==> config.mk <==
export PLATFORM = sky130hd
export DESIGN_NAME = stx_length_crc32_frame_receiver_core
export DESIGN_NICKNAME = d
export VERILOG_FILES = /design/src/design/stxrx_pkg.sv /design/src/design/stxrx_parser.sv /design/src/design/stxrx_out_reg.sv /design/src/design/stx_length_crc32_frame_receiver_core.sv
export SDC_FILE = /design/constraint.sdc
export NUM_CORES = 1
export LEC_CHECK = 0
export BUFFER_PORTS_ARGS = -buffer_cell sky130_fd_sc_hd__buf_4
export CAP_MARGIN = 25
export CORE_ASPECT_RATIO = 0.9
export CORE_MARGIN = 5
export CORE_UTILIZATION = 50
export DETAILED_ROUTE_END_ITERATION = 6
export HOLD_SLACK_MARGIN = 0.03
export PLACE_DENSITY = 0.71
export SYNTH_ARGS = -nofsm -noshare
export SYNTH_HDL_FRONTEND = slang
export SYNTH_HIERARCHICAL = 1
export SYNTH_SLANG_ARGS = --single-unit
==> constraint.sdc <==
create_clock -name clk_i -period 3.4 [get_ports clk_i]
set_input_delay 0.68 -clock clk_i [delete_from_list [all_inputs] [get_ports clk_i]]
set_output_delay 0.68 -clock clk_i [all_outputs]
set_load 0.03 [all_outputs]
==> src/design/stxrx_pkg.sv <==
// Shared types, constants and the byte-wide CRC-32 step for the STX frame receiver.
`default_nettype none

package stxrx_pkg;

  localparam logic [7:0]  START_BYTE       = 8'h02;
  localparam logic [31:0] CRC_POLY_REFL    = 32'hEDB88320;
  localparam logic [31:0] CRC_ALL_ONES     = 32'hFFFFFFFF;
  localparam logic [15:0] MAX_LENGTH_RESET = 16'd8000;
  localparam logic [15:0] CRC_BYTES        = 16'd4;

  localparam logic [1:0] KIND_DATA     = 2'd0;
  localparam logic [1:0] KIND_GOOD     = 2'd1;
  localparam logic [1:0] KIND_BAD_CRC  = 2'd2;
  localparam logic [1:0] KIND_OVERSIZE = 2'd3;

  typedef enum logic [5:0] {
    PH_HUNT   = 6'b000001,
    PH_LEN_LO = 6'b000010,
    PH_LEN_HI = 6'b000100,
    PH_ID     = 6'b001000,
    PH_DATA   = 6'b010000,
    PH_CRC    = 6'b100000
  } phase_e;

  typedef struct packed {
    logic [1:0]  kind;
    logic [7:0]  data_byte;
    logic [7:0]  frame_id;
    logic [15:0] count;
  } result_t;

  function automatic logic [31:0] crc32_byte(input logic [31:0] crc_in,
                                             input logic [7:0]  data);
    logic [31:0] crc;
    crc = crc_in ^ {24'd0, data};
    for (int k = 0; k < 8; k++) begin
      if (crc[0]) begin
        crc = (crc >> 1) ^ CRC_POLY_REFL;
      end else begin
        crc = crc >> 1;
      end
    end
    return crc;
  endfunction

endpackage

`default_nettype wire

==> src/design/stxrx_parser.sv <==
// Frame parser: phase machine, length and id capture, running CRC and status decision.
`default_nettype none

module stxrx_parser (
  input  wire logic              clk_i,
  input  wire logic              rst_ni,
  input  wire logic              accept_i,
  input  wire logic [7:0]        rx_byte_i,
  input  wire logic [15:0]       max_length_i,
  output logic                   res_valid_o,
  output stxrx_pkg::result_t     res_o
);
  import stxrx_pkg::*;

  phase_e      phase_q, phase_d;
  logic [15:0] frame_length_q, frame_length_d;
  logic [15:0] byte_counter_q, byte_counter_d;
  logic [31:0] running_crc_q, running_crc_d;
  logic [31:0] received_crc_q, received_crc_d;
  logic [7:0]  current_id_q, current_id_d;

  logic [31:0] crc_seed;
  logic [31:0] crc_next;
  logic [15:0] cnt_inc;
  logic [15:0] len_full;
  logic [31:0] rcrc_next;

  assign crc_seed  = (phase_q == PH_HUNT) ? CRC_ALL_ONES : running_crc_q;
  assign crc_next  = crc32_byte(crc_seed, rx_byte_i);
  assign cnt_inc   = byte_counter_q + 16'd1;
  assign len_full  = {rx_byte_i, frame_length_q[7:0]};
  assign rcrc_next = {rx_byte_i, received_crc_q[31:8]};

  always_comb begin
    phase_d        = phase_q;
    frame_length_d = frame_length_q;
    byte_counter_d = byte_counter_q;
    running_crc_d  = running_crc_q;
    received_crc_d = received_crc_q;
    current_id_d   = current_id_q;
    res_valid_o    = 1'b0;
    res_o          = '0;
    if (accept_i) begin
      unique case (phase_q)
        PH_LEN_LO: begin
          running_crc_d  = crc_next;
          frame_length_d = {8'd0, rx_byte_i};
          phase_d        = PH_LEN_HI;
        end
        PH_LEN_HI: begin
          running_crc_d  = crc_next;
          frame_length_d = len_full;
          if (len_full > max_length_i) begin
            phase_d         = PH_HUNT;
            res_valid_o     = 1'b1;
            res_o.kind      = KIND_OVERSIZE;
            res_o.count     = len_full;
          end else begin
            phase_d = PH_ID;
          end
        end
        PH_ID: begin
          running_crc_d  = crc_next;
          current_id_d   = rx_byte_i;
          byte_counter_d = '0;
          received_crc_d = '0;
          phase_d        = (frame_length_q == 16'd0) ? PH_CRC : PH_DATA;
        end
        PH_DATA: begin
          running_crc_d   = crc_next;
          byte_counter_d  = cnt_inc;
          if (cnt_inc >= frame_length_q) begin
            byte_counter_d = '0;
            received_crc_d = '0;
            phase_d        = PH_CRC;
          end
          res_valid_o     = 1'b1;
          res_o.kind      = KIND_DATA;
          res_o.data_byte = rx_byte_i;
          res_o.frame_id  = current_id_q;
          res_o.count     = byte_counter_q;
        end
        PH_CRC: begin
          received_crc_d = rcrc_next;
          byte_counter_d = cnt_inc;
          if (cnt_inc >= CRC_BYTES) begin
            byte_counter_d = '0;
            phase_d        = PH_HUNT;
            res_valid_o    = 1'b1;
            res_o.kind     = ((running_crc_q ^ CRC_ALL_ONES) == rcrc_next) ?
                             KIND_GOOD : KIND_BAD_CRC;
            res_o.frame_id = current_id_q;
            res_o.count    = frame_length_q;
          end
        end
        default: begin
          phase_d = PH_HUNT;
          if (rx_byte_i == START_BYTE) begin
            running_crc_d  = crc_next;
            frame_length_d = '0;
            byte_counter_d = '0;
            received_crc_d = '0;
            current_id_d   = '0;
            phase_d        = PH_LEN_LO;
          end
        end
      endcase
    end
  end

  always_ff @(posedge clk_i or negedge rst_ni) begin
    if (!rst_ni) begin
      phase_q        <= PH_HUNT;
      frame_length_q <= '0;
      byte_counter_q <= '0;
      running_crc_q  <= CRC_ALL_ONES;
      received_crc_q <= '0;
      current_id_q   <= '0;
    end else begin
      phase_q        <= phase_d;
      frame_length_q <= frame_length_d;
      byte_counter_q <= byte_counter_d;
      running_crc_q  <= running_crc_d;
      received_crc_q <= received_crc_d;
      current_id_q   <= current_id_d;
    end
  end

endmodule

`default_nettype wire

==> src/design/stxrx_out_reg.sv <==
// Output register holding one result beat until the consumer takes it.
`default_nettype none

module stxrx_out_reg (
  input  wire logic               clk_i,
  input  wire logic               rst_ni,
  input  wire logic               push_i,
  input  wire stxrx_pkg::result_t res_i,
  input  wire logic               out_stall_i,
  output logic                    full_stall_o,
  output logic                    out_valid_o,
  output stxrx_pkg::result_t      res_o
);
  import stxrx_pkg::*;

  logic    valid_q, valid_d;
  result_t res_q;

  assign full_stall_o = valid_q && out_stall_i;
  assign valid_d      = push_i || (valid_q && out_stall_i);
  assign out_valid_o  = valid_q;
  assign res_o        = res_q;

  always_ff @(posedge clk_i or negedge rst_ni) begin
    if (!rst_ni) begin
      valid_q <= 1'b0;
    end else begin
      valid_q <= valid_d;
    end
  end

  always_ff @(posedge clk_i) begin
    if (push_i) begin
      res_q <= res_i;
    end
  end

endmodule

`default_nettype wire

==> src/design/stx_length_crc32_frame_receiver_core.sv <==
// Top level of the STX, length, id, payload and CRC-32 frame receiver.
//
//   Channel   Signals                                        Direction
//   config    max_length_we_i, max_length_i                  in
//   input     in_valid_i, in_stall_o, rx_byte_i               in
//   output    out_valid_o, out_stall_i, kind_o, data_byte_o,  out
//             frame_id_o, count_o
//
// One byte is taken every cycle unless the input is stalled; any result it
// yields is registered and appears in the cycle after the beat. The byte-wide
// CRC step and the phase machine sit between the parser state and the output
// register. Reset returns the parser to hunting and sets max_length to 8000.
// The input stalls only while a result is held and the output is stalled.
`default_nettype none

module stx_length_crc32_frame_receiver_core (
  input  wire logic        clk_i,
  input  wire logic        rst_ni,
  input  wire logic        max_length_we_i,
  input  wire logic [15:0] max_length_i,
  input  wire logic        in_valid_i,
  output logic             in_stall_o,
  input  wire logic [7:0]  rx_byte_i,
  output logic             out_valid_o,
  input  wire logic        out_stall_i,
  output logic [1:0]       kind_o,
  output logic [7:0]       data_byte_o,
  output logic [7:0]       frame_id_o,
  output logic [15:0]      count_o
);
  import stxrx_pkg::*;

  logic [15:0] max_length_q;
  logic        in_accept;
  logic        res_valid;
  result_t     res;
  result_t     out_res;

  assign in_accept = in_valid_i && !in_stall_o;

  always_ff @(posedge clk_i or negedge rst_ni) begin
    if (!rst_ni) begin
      max_length_q <= MAX_LENGTH_RESET;
    end else if (max_length_we_i) begin
      max_length_q <= max_length_i;
    end
  end

  stxrx_parser u_parser (
    .clk_i        (clk_i),
    .rst_ni       (rst_ni),
    .accept_i     (in_accept),
    .rx_byte_i    (rx_byte_i),
    .max_length_i (max_length_q),
    .res_valid_o  (res_valid),
    .res_o        (res)
  );

  stxrx_out_reg u_out_reg (
    .clk_i        (clk_i),
    .rst_ni       (rst_ni),
    .push_i       (res_valid),
    .res_i        (res),
    .out_stall_i  (out_stall_i),
    .full_stall_o (in_stall_o),
    .out_valid_o  (out_valid_o),
    .res_o        (out_res)
  );

  assign kind_o      = out_res.kind;
  assign data_byte_o = out_res.data_byte;
  assign frame_id_o  = out_res.frame_id;
  assign count_o     = out_res.count;

`ifndef SYNTH
  a_stall_needs_result: assert property (@(posedge clk_i) disable iff (!rst_ni)
    in_stall_o |-> out_valid_o)
    else $error("Input stalled with no result held.");

  a_status_no_data: assert property (@(posedge clk_i) disable iff (!rst_ni)
    (out_valid_o && kind_o != KIND_DATA) |-> data_byte_o == 8'd0)
    else $error("Status beat carries a nonzero data byte.");

  a_oversize_no_id: assert property (@(posedge clk_i) disable iff (!rst_ni)
    (out_valid_o && kind_o == KIND_OVERSIZE) |-> frame_id_o == 8'd0)
    else $error("Oversize status carries a frame id.");
`endif

endmodule

`default_nettype wire
==> impl_metrics.yaml <==
outcome:
  status: "complete, no violations"
drt:
  via_per_inst: 5.62
  via_count: 6959
  wirelength_um: 23000
  wire_per_inst_um: 18.5
  drc: 0
  drt_iter0_markers: 623
  drtAntennaViolNets: 0
  first_pass_iters: 7
timing:
  finalSetupViolations: 0
  holdWs_ns: 0.297
  post-route-min-period_ns: 3.30
  rsz0062_at_grt: "yes"
  finClkSkew_ns: 0.0111
  fin_crit_sh_pct: 97.1
  finalHoldViolCount: 0
  worstMarginPinSlew_ns: 0.801
  slew_violations: 0
  relSlewSlack_pct: 46.3
  fmax_mhz: 303
placed_design:
  hpwl_um: 15700
  gp_congestion: 0.890
  numPortBuffers: 64
layout:
  drive_above_1_share_pct: 26.6
  num_antenna_cells: 0
  syn2layout_area_growth_pct: 20.7
  final_nets: 1048
worst_setup_path:
  slowest_stage: "dfrtp_2"
  rr_worst_depth: 14
  arrival_ns: 3.62
  worstSetupEndpointType: "flop"
  slowest_delay_ns: 0.40
  required_ns: 3.72
  r2r_slack_ns: 0.1
  worstReg2RegEnd: "u_parser/received_crc_q[12]"
  crit_top_cell: "a21o_1"
  cp_cell_sequence: "and4_4, nand4_1, nor2_1, xor2_1, ha_1, a21o_1, a21o_1, a211o_1, a211oi_2, o211ai_1, and3b_2, clkbuf_16, nand3_1, o21ai_1"
  critPathKind: "reg -> reg"
  critPathMaxFanout: 12
  reg2reg_from: "u_parser/byte_counter_q[2]"
  start_kind: "flop"
synth:
  async_reset_ff_share_pct: 77.8
  synth.top_cell.area_share_pct: 22.6
  syn-instance-count: 880
  syn_area_sq_um: 8850
  yosysWarnings: 6
  yosysTopAreaCell: "dfrtp_1"
  synth_top_flop_cell: "dfrtp_1"
  avgSynthCellArea_sq_um: 10.1
  synth-edff-count: 34
  yosysSeqAreaShare_pct: 45.7
  synth_fp_nets: 943
  ys_top_cells_by_count: "xnor2_1 (94), o21ai_1 (82), dfrtp_1 (80)"
  synth_area_leaders: "dfrtp_1 (23%), dfstp_2 (12%), edfxtp_1 (12%)"
  yosysMostFrequentCell: "xnor2_1"
  ys_types: 67
  ys_seq_elements: 153
power:
  max-vdd-ir-drop_mv: 0.500
  p_sw_mw: 1.82
  power_mw: 5.82
  leakage_nw: 4.62
  intPower_mw: 4.00
  power.density_nw_per_um2: 544
  p_seq_share_pct: 42.1
  power_frac_clock_pct: 31.4
  switching_share_pct: 31.2
  combPwrFrac_pct: 26.5
global_route:
  track_usage_pct: 22.2
  grt_pass1_wl_um: 35100
  grt-ovfl-total: 0
  grt_antenna_before_repair: 0
  grt_pass1_vias: 6456
  grt_max_degree: 65
floorplanning:
  rows: 46
  boundaryPins: 65
  die_w_um: 150
  core_area_sq_um: 17500
  initial_core_util_pct: 50.6
  die_y_um: 136
  die_area_sq_um: 20500
clock_tree:
  cts_tree: "yes"
  ctsHoldBuffers: 0
  clock-sinks: 153
  cts_max_level: 4
  clock_path_buffers: 2
  insertion_delay_ns: 0.43
  cts.clk_slew.worst_paths_ns: 0.07
  cts_root_buf: "clkbuf_16"
  numCtsBuffers: 17
job:
  drv_cap: 0
worst_hold_path:
  hold_class: "in -> async"
-- per-layer routing --
layer	GRT usage, %	wire [um]	part of all wire [%]
met5	0	0	0
met1	32.6	10400	46
met4	7.37	486	2.1
met2	32.8	10200	44
met3	4.60	1850	8.1
-- sequential cells by signal, summed over array words and instances (netlist names) --
register and flops:
u_parser/byte_counter_q 16, u_out_reg/res_o 34, u_parser/current_id_q 8, max_length_q 16, u_parser/phase_q 6, u_parser/frame_length_q 16, u_parser/received_crc_q 24, u_parser/running_crc_q 32
u_out_reg/out_valid_o 1
-- worst max-delay path, delay by kind of cell (launching register included) --
| family | cells | cell delay [ns] |
|---|---|---|
| AO/OA/AOI/OAI | 6 | 1.09 |
| XOR/XNOR | 1 | 0.21 |
| adder cells (fa/ha/maj) | 1 | 0.28 |
| buffers and inverters | 1 | 0.21 |
| flip-flops | 1 | 0.40 |
| AND/OR/NAND/NOR | 5 | 0.98 |
-- cells in the final DEF (no fill, tap or decap), types with 10 or more instances in the layout --
| cell | instances |
|---|---|
| dfrtp_1 | 76 |
| a22o_1 | 24 |
| nand4_1 | 13 |
| nor2_1 | 42 |
| and3_1 | 11 |
| edfxtp_1 | 34 |
| inv_1 | 62 |
| clkbuf_16 | 20 |
| xor2_1 | 19 |
| nor4_1 | 15 |
| and2_1 | 12 |
| mux2_4 | 10 |
| nand3_1 | 44 |
| ha_1 | 33 |
| o21ai_1 | 82 |
| a21o_1 | 12 |
| a21oi_1 | 17 |
| dfstp_2 | 39 |
| nand2_1 | 70 |
| buf_4 | 135 |
| xnor2_1 | 91 |
-- final cells by class --
| type | count | area, sq um |
|---|---|---|
| clock buffers | 19 | 443 |
| inverters | 64 | 240 |
| fillers | 1484 | 6810 |
| well taps | 240 | 300 |
| clock inverters | 13 | 120 |
| repair buffers | 140 | 1120 |
| multi-input cells | 609 | 4410 |
| flip-flops and latches | 153 | 4050 |
-- cell families (layout without fill, tap and decap cells) --
group / Yosys count / in the layout / share of synthesized area, %
flip-flops: 153 / 153 / 45.7
buffers and inverters: 118 / 236 / 5.36
XOR/XNOR: 124 / 124 / 13.6
AO/OA/AOI/OAI: 186 / 186 / 13.5
multiplexers: 19 / 19 / 2.84
AND/OR/NAND/NOR: 246 / 246 / 14.2
adder cells (fa/ha/maj): 34 / 34 / 4.80
-- worst max-delay path by stage --
stage               slack [ns]  depth (start not counted)                           to                  startpoint
CTS                       0.03                         14   u_parser/byte_counter_q[0]  u_parser/byte_counter_q[4]
global route             -0.06                         14  u_parser/received_crc_q[10]  u_parser/byte_counter_q[2]
detailed placement        0.03                         14   u_parser/byte_counter_q[0]  u_parser/byte_counter_q[2]
finish                     0.1                         14  u_parser/received_crc_q[12]  u_parser/byte_counter_q[2]
floorplan                 0.01                         17  u_parser/received_crc_q[27]  u_parser/byte_counter_q[0]
global placement          0.13                         14   u_parser/byte_counter_q[0]  u_parser/byte_counter_q[2]
-- power groups by stage --
stage / Sequential, mW / Clock, mW / Combinational, mW
after floorplan: 2.37 / 0 / 1.19
after global placement: 2.46 / 0 / 1.49
after detailed placement: 2.46 / 0 / 1.52
after CTS: 2.44 / 1.85 / 1.55
after global routing: 2.47 / 1.93 / 1.70
final: 2.45 / 1.83 / 1.54
-- through the flow --
stage | utilization (%) | instances | instance area, sq um | TNS, ns | worst slack, ns
after global placement | 56.4 | 1188 | 9870 | 0 | 0.130
after floorplan | - | 880 | 8860 | 0 | 0.0138
final | 61.1 | 1238 | 10700 | 0 | 0.0990
after detailed placement | 56.4 | 1188 | 9870 | 0 | 0.0334
after global routing | 61.1 | 1238 | 10700 | -1.07 | -0.0609
after CTS | 59.6 | 1220 | 10400 | 0 | 0.0332
-- timing repair --
| item | 4_1_cts | 5_1_grt |
|---|---|---|
| pin swaps | 0 | 9 |
| hold endpoints to repair | 0 | 0 |
| gates resized for setup | 1 | 14 |
| cloned | 0 | 4 |
| setup buffers | 0 | 14 |
| endpoints found under the setup margin | 2 | 42 |
No activity file was read; power rests on OpenSTA's default activity.
